==> src/rtl/kwm_pkg.sv <==
`default_nettype none
// ----------------------------------------------------------------------------
// kwm_pkg
// Shared types, codes and default sizes for the k-way sorted merge.
// ----------------------------------------------------------------------------
package kwm_pkg;

  // default sizes
  localparam int NUM_LISTS_DEF   = 8;
  localparam int LIST_DEPTH_DEF  = 64;
  localparam int VALUE_WIDTH_DEF = 32;

  // fixed field widths
  localparam int KIND_W   = 2;
  localparam int INDEX_W  = 3;
  localparam int STATUS_W = 2;
  localparam int LIU_W    = 4;
  localparam logic [LIU_W-1:0] LIU_RESET = 4'd8;

  // item kinds
  localparam logic [KIND_W-1:0] KIND_APPEND = 2'd0;
  localparam logic [KIND_W-1:0] KIND_POP    = 2'd1;
  localparam logic [KIND_W-1:0] KIND_CLEAR  = 2'd2;

  // result status codes
  localparam logic [STATUS_W-1:0] ST_GIVEN     = 2'd0;
  localparam logic [STATUS_W-1:0] ST_EMPTY     = 2'd1;
  localparam logic [STATUS_W-1:0] ST_FULL      = 2'd2;
  localparam logic [STATUS_W-1:0] ST_BAD_INDEX = 2'd3;

  // per-cell control strobes
  typedef struct packed {
    logic active;
    logic clear;
    logic append;
    logic take;
    logic head_load;
  } cell_ctrl_t;

  // flags of the search token moving down the row
  typedef struct packed {
    logic valid;
    logic found;
  } tok_flags_t;

endpackage
`default_nettype wire

==> src/rtl/kwm_cell.sv <==
`default_nettype none
// ----------------------------------------------------------------------------
// kwm_cell
// One list slot: length, read position and cached head value. Folds its head
// into the search token and hands the token to the next cell each cycle.
// ----------------------------------------------------------------------------
module kwm_cell
  import kwm_pkg::*;
#(
  parameter int NUM_LISTS   = NUM_LISTS_DEF,
  parameter int LIST_DEPTH  = LIST_DEPTH_DEF,
  parameter int VALUE_WIDTH = VALUE_WIDTH_DEF,
  parameter int CELL_ID     = 0
) (
  input  wire logic                                   clk,
  input  wire logic                                   rst,
  input  wire cell_ctrl_t                             ctrl,
  input  wire logic [VALUE_WIDTH-1:0]                 head_data,
  output logic      [$clog2(LIST_DEPTH+1)-1:0]        len,
  output logic      [$clog2(LIST_DEPTH+1)-1:0]        rp,
  input  wire tok_flags_t                             tok_in_flags,
  input  wire logic [VALUE_WIDTH-1:0]                 tok_in_value,
  input  wire logic [((NUM_LISTS > 1) ? $clog2(NUM_LISTS) : 1)-1:0] tok_in_idx,
  input  wire logic [$clog2(NUM_LISTS*LIST_DEPTH+1)-1:0] tok_in_rem,
  output tok_flags_t                                  tok_out_flags,
  output logic      [VALUE_WIDTH-1:0]                 tok_out_value,
  output logic      [((NUM_LISTS > 1) ? $clog2(NUM_LISTS) : 1)-1:0] tok_out_idx,
  output logic      [$clog2(NUM_LISTS*LIST_DEPTH+1)-1:0] tok_out_rem
);

  localparam int LW = $clog2(LIST_DEPTH+1);
  localparam int IW = (NUM_LISTS > 1) ? $clog2(NUM_LISTS) : 1;
  localparam int RW = $clog2(NUM_LISTS*LIST_DEPTH+1);

  logic [VALUE_WIDTH-1:0] head;
  logic                   has_head;
  logic                   better;

  assign has_head = ctrl.active && (rp < len);
  assign better   = has_head &&
                    (!tok_in_flags.found || ($signed(head) < $signed(tok_in_value)));

  // length and read position
  always_ff @(posedge clk) begin
    if (rst || ctrl.clear) begin
      len <= '0;
      rp  <= '0;
    end else begin
      if (ctrl.append) begin
        len <= len + LW'(1);
      end
      if (ctrl.take) begin
        rp <= rp + LW'(1);
      end
    end
  end

  // head cache: direct on append to a drained list, else from memory
  always_ff @(posedge clk) begin
    if ((ctrl.append && (rp == len)) || ctrl.head_load) begin
      head <= head_data;
    end
  end

  // token valid moves one cell per cycle
  always_ff @(posedge clk) begin
    if (rst) begin
      tok_out_flags <= '0;
    end else begin
      tok_out_flags.valid <= tok_in_flags.valid;
      tok_out_flags.found <= tok_in_flags.found || has_head;
    end
  end

  // token payload: running minimum and unread count
  always_ff @(posedge clk) begin
    tok_out_value <= better ? head : tok_in_value;
    tok_out_idx   <= better ? IW'(CELL_ID) : tok_in_idx;
    tok_out_rem   <= has_head ? (tok_in_rem + RW'(len - rp)) : tok_in_rem;
  end

endmodule
`default_nettype wire
==> config.mk <==
export PLATFORM = sky130hd
export DESIGN_NAME = kwm_cell
export DESIGN_NICKNAME = d
export VERILOG_FILES = /design/src/rtl/kwm_pkg.sv /design/src/rtl/kwm_cell.sv
export SDC_FILE = /design/constraint.sdc
export NUM_CORES = 1
export LEC_CHECK = 0
export BUFFER_PORTS_ARGS = -buffer_cell sky130_fd_sc_hd__buf_2
export CORE_AREA = 2 2 108 110
export DETAILED_ROUTE_END_ITERATION = 7
export DIE_AREA = 0 0 110 112
export GPL_TIMING_DRIVEN = 0
export PLACE_DENSITY = 0.83
export REMOVE_ABC_BUFFERS = 1
export SLEW_MARGIN = 10
export SYNTH_ARGS = -nofsm -noshare
export SYNTH_HDL_FRONTEND = slang
export SYNTH_SLANG_ARGS = --single-unit
==> constraint.sdc <==
create_clock -name clk -period 3.4 [get_ports clk]
set_input_delay 0.51 -clock clk [delete_from_list [all_inputs] [get_ports clk]]
set_output_delay 0.51 -clock clk [all_outputs]
set_load 0.01 [all_outputs]
==> impl_metrics.env, run 1 <==
export IMPL_run_status="completed"
export IMPL_drv_slew=0
export IMPL_critical_path_required_ps=3680
export IMPL_synth_most_common_cell="inv_1"
export IMPL_synthCells=645
export IMPL_worst_slew_pin_slew_ps=999
export IMPL_drv_cap=0
export IMPL_finalCoreUtilization_pct=65.4
export IMPL_fin_crit_ps=3180
export IMPL_synth_cell_types=53
export IMPL_rsz0062_at_grt="no"
export IMPL_tns_ps=0
export IMPL_ys_top_cells_by_area="dfxtp_1, edfxtp_1, ha_1"
export IMPL_antenna_found_initial=2
export IMPL_setup_worst_path_end_class="flop"
export IMPL_synth_edf_count=32
export IMPL_globalplace_congestion=0.839
export IMPL_critPathLaunchType="flop"
export IMPL_cts_sinks=93
export IMPL_slew_headroom_pct=33.0
export IMPL_numPortBuffers=146
export IMPL_cts_root_buffer="clkbuf_16"
export IMPL_rows=39
export IMPL_grt_total_usage_pct=26.1
export IMPL_hold_viol_final=0
export IMPL_drive_above_1_share_pct=29.2
export IMPL_setup_viol_count_final=0
export IMPL_dieArea_um2=12300
export IMPL_max_freq_ghz=0.314
export IMPL_drcViolationCount=0
export IMPL_h_tree_depth=3
export IMPL_totalWireLength_um=16600
export IMPL_power_frac_comb_pct=23.3
export IMPL_skew_ps=10.0
export IMPL_firstDrtPassIters=5
export IMPL_boundaryPins=147
export IMPL_grt_pass1_wl_um=25500
export IMPL_core_um2=11200
export IMPL_peakVddDrop_v=0.000431
export IMPL_drtAntennaViolNets=0
export IMPL_reg2reg_depth=13
export IMPL_r2r_end="tok_out_rem[9]"
export IMPL_setup_slack_ps=216
export IMPL_leakagePower_uw=0.00320
export IMPL_die_h_um=112
export IMPL_power_frac_seq_pct=40.4
export IMPL_clk_insertion_delay_late_ps=350
export IMPL_layout_area_overhead_vs_synth_pct=24.5
export IMPL_power_internal_uw=2280
export IMPL_grt_max_degree=38
export IMPL_dp_hpwl_um=11100
export IMPL_ctsHoldBuffers=0
export IMPL_hp_class="in -> reg"
export IMPL_crit_end="tok_out_rem[9]"
export IMPL_pwr_density_cell_nw_per_um2=442
export IMPL_synth_ff_type="dfxtp_1"
export IMPL_synth_seq_cells=93
export IMPL_critPathKind="reg -> reg"
export IMPL_vias=5639
export IMPL_cts_tree="done"
export IMPL_fin_nets=907
export IMPL_cts_clk_slew_worst_paths_ps=70
export IMPL_finalCritPeriodShare_pct=93.7
export IMPL_critical_path_arrival_ps=3460
export IMPL_r2r_start="len[0]"
export IMPL_hold_slack_ps=325
export IMPL_yosysSeqAreaShare_pct=37.1
export IMPL_syn_area_per_cell_um2=9.11
export IMPL_yosysTopAreaCellShare_pct=20.8
export IMPL_grt_overflow_total=0
export IMPL_netlist_area_um2=5870
export IMPL_grt_pass1_vias=5440
export IMPL_switching_share_pct=29.3
export IMPL_dieWidth_um=110
export IMPL_viasPerCell=6.14
export IMPL_initial_core_util_pct=52.6
export IMPL_p_sw_uw=946
export IMPL_pre_cts_ws_ps=-996
export IMPL_r2r_slack_ps=220
export IMPL_synth_warnings=0
export IMPL_cts_buffer_depth=2
export IMPL_synthTopCellsByCount="inv_1, dfxtp_1, nand2_1, ha_1, nor3_1"
export IMPL_drtIter0Drc=487
export IMPL_async_flop_share_pct=0
export IMPL_clkPwrFrac_pct=36.3
export IMPL_yosysTopAreaCell="dfxtp_1"
export IMPL_wl_per_cell_um=18.0
export IMPL_cp_max_fo=5
export IMPL_cts_inserted_buffers=9
export IMPL_worstSetupStartpoint="len[0]"
==> kinds of logic (layout without fill, tap and decap cells) <==
kind of cell / after synthesis / count (layout) / synth area share [%]
buffers and inverters: 124 / 252 / 8.73
adder cells (fa/ha/maj): 51 / 51 / 11.1
XOR/XNOR: 20 / 20 / 2.98
flip-flops: 93 / 93 / 37.1
multiplexers: 4 / 4 / 0.724
AND/OR/NAND/NOR: 184 / 184 / 16.1
AO/OA/AOI/OAI: 169 / 171 / 23.2
other: 0 / 1 / 0
==> how the worst min path moves through the flow <==
stage               cells after the start  endpoint     startpoint
finish                                  1  head[21]  head_data[21]
global route                            1   head[5]   head_data[5]
CTS                                     1   head[5]   head_data[5]
detailed placement                      2    len[6]         len[6]
global placement                        2     rp[6]          rp[6]
floorplan                               2     rp[6]          rp[6]
==> power groups by stage <==
stage | logic [uW] | registers [uW] | clock network (uW)
2_1_floorplan | 379 | 1360 | 0
3_3_place_gp | 627 | 1320 | 0
3_5_place_dp | 708 | 1330 | 0
4_1_cts | 729 | 1300 | 1190
5_1_grt | 818 | 1310 | 1230
6_report | 753 | 1300 | 1170
==> layer usage <==
| metal | global-route usage, % | vias up | part of all wire [%] |
|---|---|---|---|
| li1 | - | 2650 | - |
| met1 | 30.7 | 2639 | 39 |
| met2 | 43.1 | 292 | 48 |
| met3 | 8.43 | 54 | 9.9 |
| met4 | 11.1 | 4 | 2.9 |
| met5 | 0 | - | 0.14 |
==> final cells by class <==
class                           instances  area, um^2
Timing Repair Buffer                  160         987
Multi-Input combinational cell        430        3340
Antenna cell                            1        2.50
Clock buffer                           10         229
Tap cell                              143         179
Clock inverter                          6         111
Fill cell                             896        3860
Sequential cell                        93        2180
Inverter                               76         285
==> placed cells by master (no fill, tap or decap), types with 3 or more instances in the layout <==
cell type	netlist	layout
edfxtp_1	32	32
nand4_1	9	9
dfxtp_1	61	61
nor2b_1	3	3
nor3_1	36	35
or3_1	5	5
ha_1	49	48
buf_2	11	146
buf_4	1	3
a2111oi_0	32	32
o31ai_2	27	27
o31ai_1	5	5
nor4_1	33	33
inv_1	76	76
nand2_1	57	57
buf_6	4	3
a21o_1	4	3
o21ai_0	22	22
xnor2_1	10	10
nand3_1	5	5
a211oi_1	33	33
a21oi_1	24	24
o21a_1	7	7
buf_16	0	6
nor2_1	22	21
bufinv_16	0	3
nor3b_2	3	3
xor2_1	10	10
clkbuf_16	0	9
==> registers in the layout (all words and copies together), names as in the netlist <==
register       cells
tok_out_flags      2
len                7
rp                 7
tok_out_value     32
tok_out_idx        3
tok_out_rem       10
head              32
==> worst max-delay path: stages (launching register included) <==
cell	delay, ps
dfxtp_1	410
inv_1	80
ha_1	230
fa_1	410
nor2b_1	170
o31a_1	220
a21oi_1	80
ha_1	340
or2_2	290
a21oi_1	220
o31a_1	180
a22oi_1	80
nor3_2	230
xor2_1	170
==> through the flow <==
stage | area (um^2) | power (uW) | cells
CTS | 7260 | 3220 | 914
global placement | 6560 | 1950 | 886
finish | 7310 | 3230 | 919
global route | 7310 | 3360 | 918
floorplan | 5650 | 1730 | 597
detailed placement | 6860 | 2030 | 896
==> what timing repair did <==
item / 4_1_cts / 5_1_grt
setup buffers: 1 / 3
setup endpoints to repair: 35 / 27
pin swaps: 2 / 4
cloned: 1 / 1
resized for setup: 6 / 2
No activity file was read; power rests on OpenSTA's default activity.
==> inputs of run 2 (changes only) <==
--- a/config.mk
+++ b/config.mk
@@ -10,7 +10,7 @@
 export DETAILED_ROUTE_END_ITERATION = 7
 export DIE_AREA = 0 0 110 112
 export GPL_TIMING_DRIVEN = 0
-export PLACE_DENSITY = 0.83
+export PLACE_DENSITY_LB_ADDON = 0.1
 export REMOVE_ABC_BUFFERS = 1
 export SLEW_MARGIN = 10
 export SYNTH_ARGS = -nofsm -noshare
==> impl_metrics.env, run 2 (synthesized netlist as in run 1, its figures left out) <==
export IMPL_cts_tree="done"
export IMPL_drv_slew=0
export IMPL_h_tree_depth=3
export IMPL_clk_insertion_delay_late_ps=360
export IMPL_fin_crit_ps=3220
export IMPL_run_status="completed"
export IMPL_pwr_density_cell_nw_per_um2=423
export IMPL_rows=39
export IMPL_totalWireLength_um=16100
export IMPL_cp_num_buf_inv=1
export IMPL_grt_total_usage_pct=26.0
export IMPL_p_sw_uw=961
export IMPL_grt_pass1_vias=5377
export IMPL_power_frac_seq_pct=42.4
export IMPL_placedCellCount=896
export IMPL_dp_hpwl_um=10800
export IMPL_finalCritPeriodShare_pct=94.7
export IMPL_firstDrtPassIters=5
export IMPL_slew_headroom_pct=41.3
export IMPL_drtIter0Drc=440
export IMPL_crit_slowest_cell="ha_4"
export IMPL_grt_pass1_wl_um=25300
export IMPL_tns_ps=0
export IMPL_critical_path_top_delay_family="simple AND/OR/NAND/NOR gates"
export IMPL_numPortBuffers=146
export IMPL_drtAntennaViolNets=0
export IMPL_clkPwrFrac_pct=33.7
export IMPL_dieArea_um2=12300
export IMPL_power_internal_uw=2110
export IMPL_grt_overflow_total=0
export IMPL_switching_share_pct=31.3
export IMPL_skew_ps=12.9
export IMPL_power_frac_comb_pct=23.9
export IMPL_drv_cap=0
export IMPL_globalplace_congestion=0.812
export IMPL_fin_nets=905
export IMPL_peakVddDrop_v=0.000420
export IMPL_cp_max_fo=19
export IMPL_reg_top3="head (32), tok_out_value (32), tok_out_rem (10)"
export IMPL_leakagePower_uw=0.00318
export IMPL_grt_max_degree=39
export IMPL_drive_above_1_share_pct=29.0
export IMPL_num_fill_cells=932
export IMPL_layout_commonest_cell="buf_2"
export IMPL_cts_sinks=93
export IMPL_antenna_found_initial=0
export IMPL_cts_root_buffer="clkbuf_16"
export IMPL_critPathKind="reg -> reg"
export IMPL_hp_class="in -> reg"
export IMPL_setup_viol_count_final=0
export IMPL_drcViolationCount=0
export IMPL_final_cells=917
export IMPL_final_cell_mix="buf_2, inv_1, dfxtp_1, nand2_1, ha_1"
export IMPL_finalCoreUtilization_pct=65.0
export IMPL_critical_path_required_ps=3650
export IMPL_die_h_um=112
export IMPL_max_freq_ghz=0.311
export IMPL_viasPerCell=6.08
export IMPL_dieWidth_um=110
export IMPL_layout_area_overhead_vs_synth_pct=23.6
export IMPL_critPathLaunchType="flop"
export IMPL_vias=5572
export IMPL_cts_buffer_depth=2
export IMPL_cts_inserted_buffers=9
export IMPL_worst_slew_pin_slew_ps=878
export IMPL_ctsHoldBuffers=0
export IMPL_setup_worst_path_end_class="flop"
export IMPL_initial_core_util_pct=52.6
export IMPL_slowest_delay_ps=460
export IMPL_boundaryPins=147
export IMPL_critical_path_arrival_ps=3470
export IMPL_crit_path_cell_trace="ha_4 -> nand4_2 -> nor3_4 -> a221o_4 -> nor3_1 -> and3_2 -> buf_16 -> o31ai_1"
export IMPL_cts_clk_slew_worst_paths_ps=80
export IMPL_wl_per_cell_um=17.6
export IMPL_core_um2=11200
export IMPL_hold_viol_final=0
-- run 2: changes by cell type in the layout (fill, tap and decap cells not counted), sizes merged --
cell	delta
clkinvlp	-1
bufinv	-3
buf	-1
inv	+4
o2bb2ai	-1
-- run 2: per-layer routing --
metal	GRT usage (%)	part of all wire (%)	wire length, um	vias up
met5	0	0	0	-
met4	9.62	1.8	288	0
met2	44.0	50	8070	258
met3	7.67	8.4	1350	30
li1	-	-	-	2644
met1	30.8	40	6420	2640
-- run 2: through the flow --
step / instance area (um^2) / power (uW) / setup WS [ps] / hold WS [ps]
after global placement: 6560 / 1960 / -3390 / 485
after global routing: 7260 / 3210 / -5.11 / 315
final: 7260 / 3070 / 180 / 323
after detailed placement: 6890 / 2040 / -645 / 504
after floorplan: 5650 / 1730 / -1460 / 515
after CTS: 7230 / 3070 / 3.25 / 313
-- run 2: path summary, 6_finish.rpt --
check	start	end	slack, ps	cells after the start
worst max-delay path	head[31]	tok_out_value[3]	180	8
worst min-delay path	head_data[23]	head[23]	320	1
worst min register to register	rp[6]	rp[6]	510	2
worst max register to register	head[31]	tok_out_value[3]	180	8
-- run 2: layout make-up --
| type | instances | area (um^2) | area share (%) |
|---|---|---|---|
| antenna | 1 | 2.50 | 0.0345 |
| clock buffer | 10 | 250 | 3.45 |
| clock inverter | 6 | 50.0 | 0.689 |
| inverter | 76 | 285 | 3.93 |
| multi-input combinational | 429 | 3300 | 45.4 |
| sequential | 93 | 2180 | 30.1 |
| tap | 143 | 179 | 2.46 |
| timing repair buffer | 159 | 1010 | 13.9 |
-- run 2: worst register-to-register path, stage by stage, from the launching register on --
cell,delay [ps]
edfxtp_1,450
ha_4,460
nand4_2,310
nor3_4,420
a221o_4,400
nor3_1,90
and3_2,430
buf_16,260
o31ai_1,290
-- run 2: power by group through the flow --
stage | Combinational [uW] | Sequential [uW] | Clock (uW)
3_3_place_gp | 634 | 1330 | 0
6_report | 736 | 1300 | 1040
4_1_cts | 721 | 1300 | 1050
3_5_place_dp | 709 | 1330 | 0
2_1_floorplan | 379 | 1360 | 0
5_1_grt | 812 | 1310 | 1090
-- run 2: what timing repair did --
action,4_1_cts,5_1_grt
buffers inserted,2,1
endpoints found under the setup margin,35,19
cloned,0,1
gates resized for setup,2,2
pin swaps,2,2
hold endpoints to repair,0,0
==> inputs of run 3 (changes only) <==
--- a/config.mk
+++ b/config.mk
@@ -6,9 +6,9 @@
 export NUM_CORES = 1
 export LEC_CHECK = 0
 export BUFFER_PORTS_ARGS = -buffer_cell sky130_fd_sc_hd__buf_2
-export CORE_AREA = 2 2 108 110
+export CORE_AREA = 2 2 104 106
 export DETAILED_ROUTE_END_ITERATION = 7
-export DIE_AREA = 0 0 110 112
+export DIE_AREA = 0 0 106 108
 export GPL_TIMING_DRIVEN = 0
 export PLACE_DENSITY_LB_ADDON = 0.1
 export REMOVE_ABC_BUFFERS = 1
==> constraint.sdc (replaced) <==
create_clock -name clk -period 3.9 [get_ports clk]
set_input_delay 0.585 -clock clk [delete_from_list [all_inputs] [get_ports clk]]
set_output_delay 0.585 -clock clk [all_outputs]
set_load 0.01 [all_outputs]
==> impl_metrics.env, run 3 (synthesized netlist as in run 1, its figures left out) <==
export IMPL_run_status="completed"
export IMPL_setup_viol_count_final=0
export IMPL_setup_worst_path_end_class="flop"
export IMPL_cts_buffer_depth=2
export IMPL_switching_share_pct=30.8
export IMPL_drv_cap=0
export IMPL_viasPerCell=6.00
export IMPL_totalWireLength_um=15400
export IMPL_initial_core_util_pct=57.4
export IMPL_vias=5422
export IMPL_p_sw_uw=761
export IMPL_leakagePower_uw=0.00308
export IMPL_peakVddDrop_v=0.000232
export IMPL_grt_max_degree=45
export IMPL_drtIter0Drc=296
export IMPL_dieArea_um2=11400
export IMPL_cts_sinks=93
export IMPL_clkPwrFrac_pct=29.3
export IMPL_placedCellCount=887
export IMPL_slowest_delay_ps=720
export IMPL_layout_commonest_cell="buf_2"
export IMPL_cts_root_buffer="clkbuf_8"
export IMPL_rsz0062_at_grt="no"
export IMPL_numPortBuffers=146
export IMPL_die_h_um=108
export IMPL_grt_overflow_total=0
export IMPL_crit_slowest_cell="ha_2"
export IMPL_critical_path_required_ps=4160
export IMPL_cts_tree="done"
export IMPL_boundaryPins=147
export IMPL_power_frac_comb_pct=24.8
export IMPL_core_um2=10200
export IMPL_hold_slack_ps=371
export IMPL_drtAntennaViolNets=0
export IMPL_globalplace_congestion=0.834
export IMPL_wl_per_cell_um=17.1
export IMPL_max_freq_ghz=0.271
export IMPL_critPathKind="reg -> reg"
export IMPL_grt_pass1_wl_um=24600
export IMPL_drive_above_1_share_pct=28.3
export IMPL_fin_nets=899
export IMPL_drcViolationCount=0
export IMPL_hold_viol_final=0
export IMPL_fin_crit_ps=3680
export IMPL_finalCritPeriodShare_pct=94.5
export IMPL_worst_slew_pin_slew_ps=921
export IMPL_power_frac_seq_pct=45.9
export IMPL_dieWidth_um=106
export IMPL_cts_inserted_buffers=9
export IMPL_final_cells=903
export IMPL_min_path_cells=1
export IMPL_slew_headroom_pct=38.5
export IMPL_final_cell_mix="buf_2, inv_1, dfxtp_1, nand2_1, ha_1"
export IMPL_skew_ps=7.72
export IMPL_pwr_density_cell_nw_per_um2=352
export IMPL_n_antenna_cell=0
export IMPL_rows=37
export IMPL_cp_max_fo=28
export IMPL_hp_class="in -> reg"
export IMPL_dp_hpwl_um=10800
export IMPL_critical_path_arrival_ps=3940
export IMPL_h_tree_depth=3
export IMPL_grt_total_usage_pct=27.3
export IMPL_power_internal_uw=1710
export IMPL_crit_path_cell_trace="ha_2 -> nand4_2 -> nor3_2 -> a221oi_4 -> buf_8 -> a21o_1 -> a21oi_4 -> buf_12 -> o31ai_2"
export IMPL_drv_slew=0
export IMPL_firstDrtPassIters=7
export IMPL_cts_clk_slew_worst_paths_ps=90
export IMPL_ctsHoldBuffers=0
export IMPL_layout_area_overhead_vs_synth_pct=19.6
export IMPL_reg_top3="head (32), tok_out_value (32), tok_out_rem (10)"
export IMPL_reg2reg_depth=9
export IMPL_critPathLaunchType="flop"
export IMPL_clk_insertion_delay_late_ps=380
export IMPL_antenna_found_initial=2
export IMPL_grt_pass1_vias=5333
==> run 3: changes by cell type in the layout (fill, tap and decap cells not counted), moves of 2 or more <==
| cell | before | now |
|---|---|---|
| buf_16 | 8 | 2 |
| clkinv_4 | 2 | 0 |
| clkbuf_16 | 10 | 3 |
| inv_6 | 3 | 0 |
| buf_4 | 2 | 0 |
| clkbuf_8 | 0 | 10 |
| buf_12 | 1 | 4 |
==> run 3: critical path, delay by kind of cell, from the launching register on <==
family | cells | cell delay, ps
AND/OR/NAND/NOR | 2 | 750
flip-flops | 1 | 430
AO/OA/AOI/OAI | 4 | 1110
buffers and inverters | 2 | 530
adder cells (fa/ha/maj) | 1 | 720
==> run 3: final timing paths <==
kind,end,slack (ps),startpoint
setup / recovery,tok_out_value[6],220,head[31]
hold / removal,head[27],370,head_data[27]
setup reg to reg,tok_out_value[6],220,head[31]
hold reg to reg,rp[6],530,rp[6]
==> run 3: layout make-up <==
cell class	instances	area (um^2)
repair buffers	154	896
clock inverters	3	17.5
clock buffers	13	213
multi-input cells	428	3260
inverters	76	285
fillers	854	3210
flip-flops and latches	93	2180
well taps	136	170
==> run 3: stage by stage <==
stage               power (uW)  TNS [ps]  area, um^2  setup slack [ps]  utilization [%]
floorplan                 1510    -32660        5650              -962                -
global placement          1700   -100560        6550             -2700             64.0
detailed placement        1760     -9700        6790              -359             66.4
CTS                       2480         0        7020               265             68.6
global route              2590         0        7020              28.7             68.6
finish                    2470         0        7020               216             68.6
==> run 3: timing repair <==
item,4_1_cts,5_1_grt
setup buffers,0,0
endpoints found under the setup margin,26,0
gates resized for setup,1,0
hold endpoints to repair,0,0
==> run 3: power groups by stage <==
stage	clock network, uW	registers [uW]	logic (uW)
2_1_floorplan	0	1180	330
3_3_place_gp	0	1160	547
3_5_place_dp	0	1160	606
4_1_cts	737	1130	610
5_1_grt	770	1140	675
6_report	724	1130	612
==> run 3: metal layers <==
layer,track usage [%],part of all wire (%),vias to the layer above
met3,7.29,7.9,28
met2,48.5,50,235
li1,-,-,2622
met1,31.6,40,2537
met5,0,0,-
met4,10.6,1.8,0
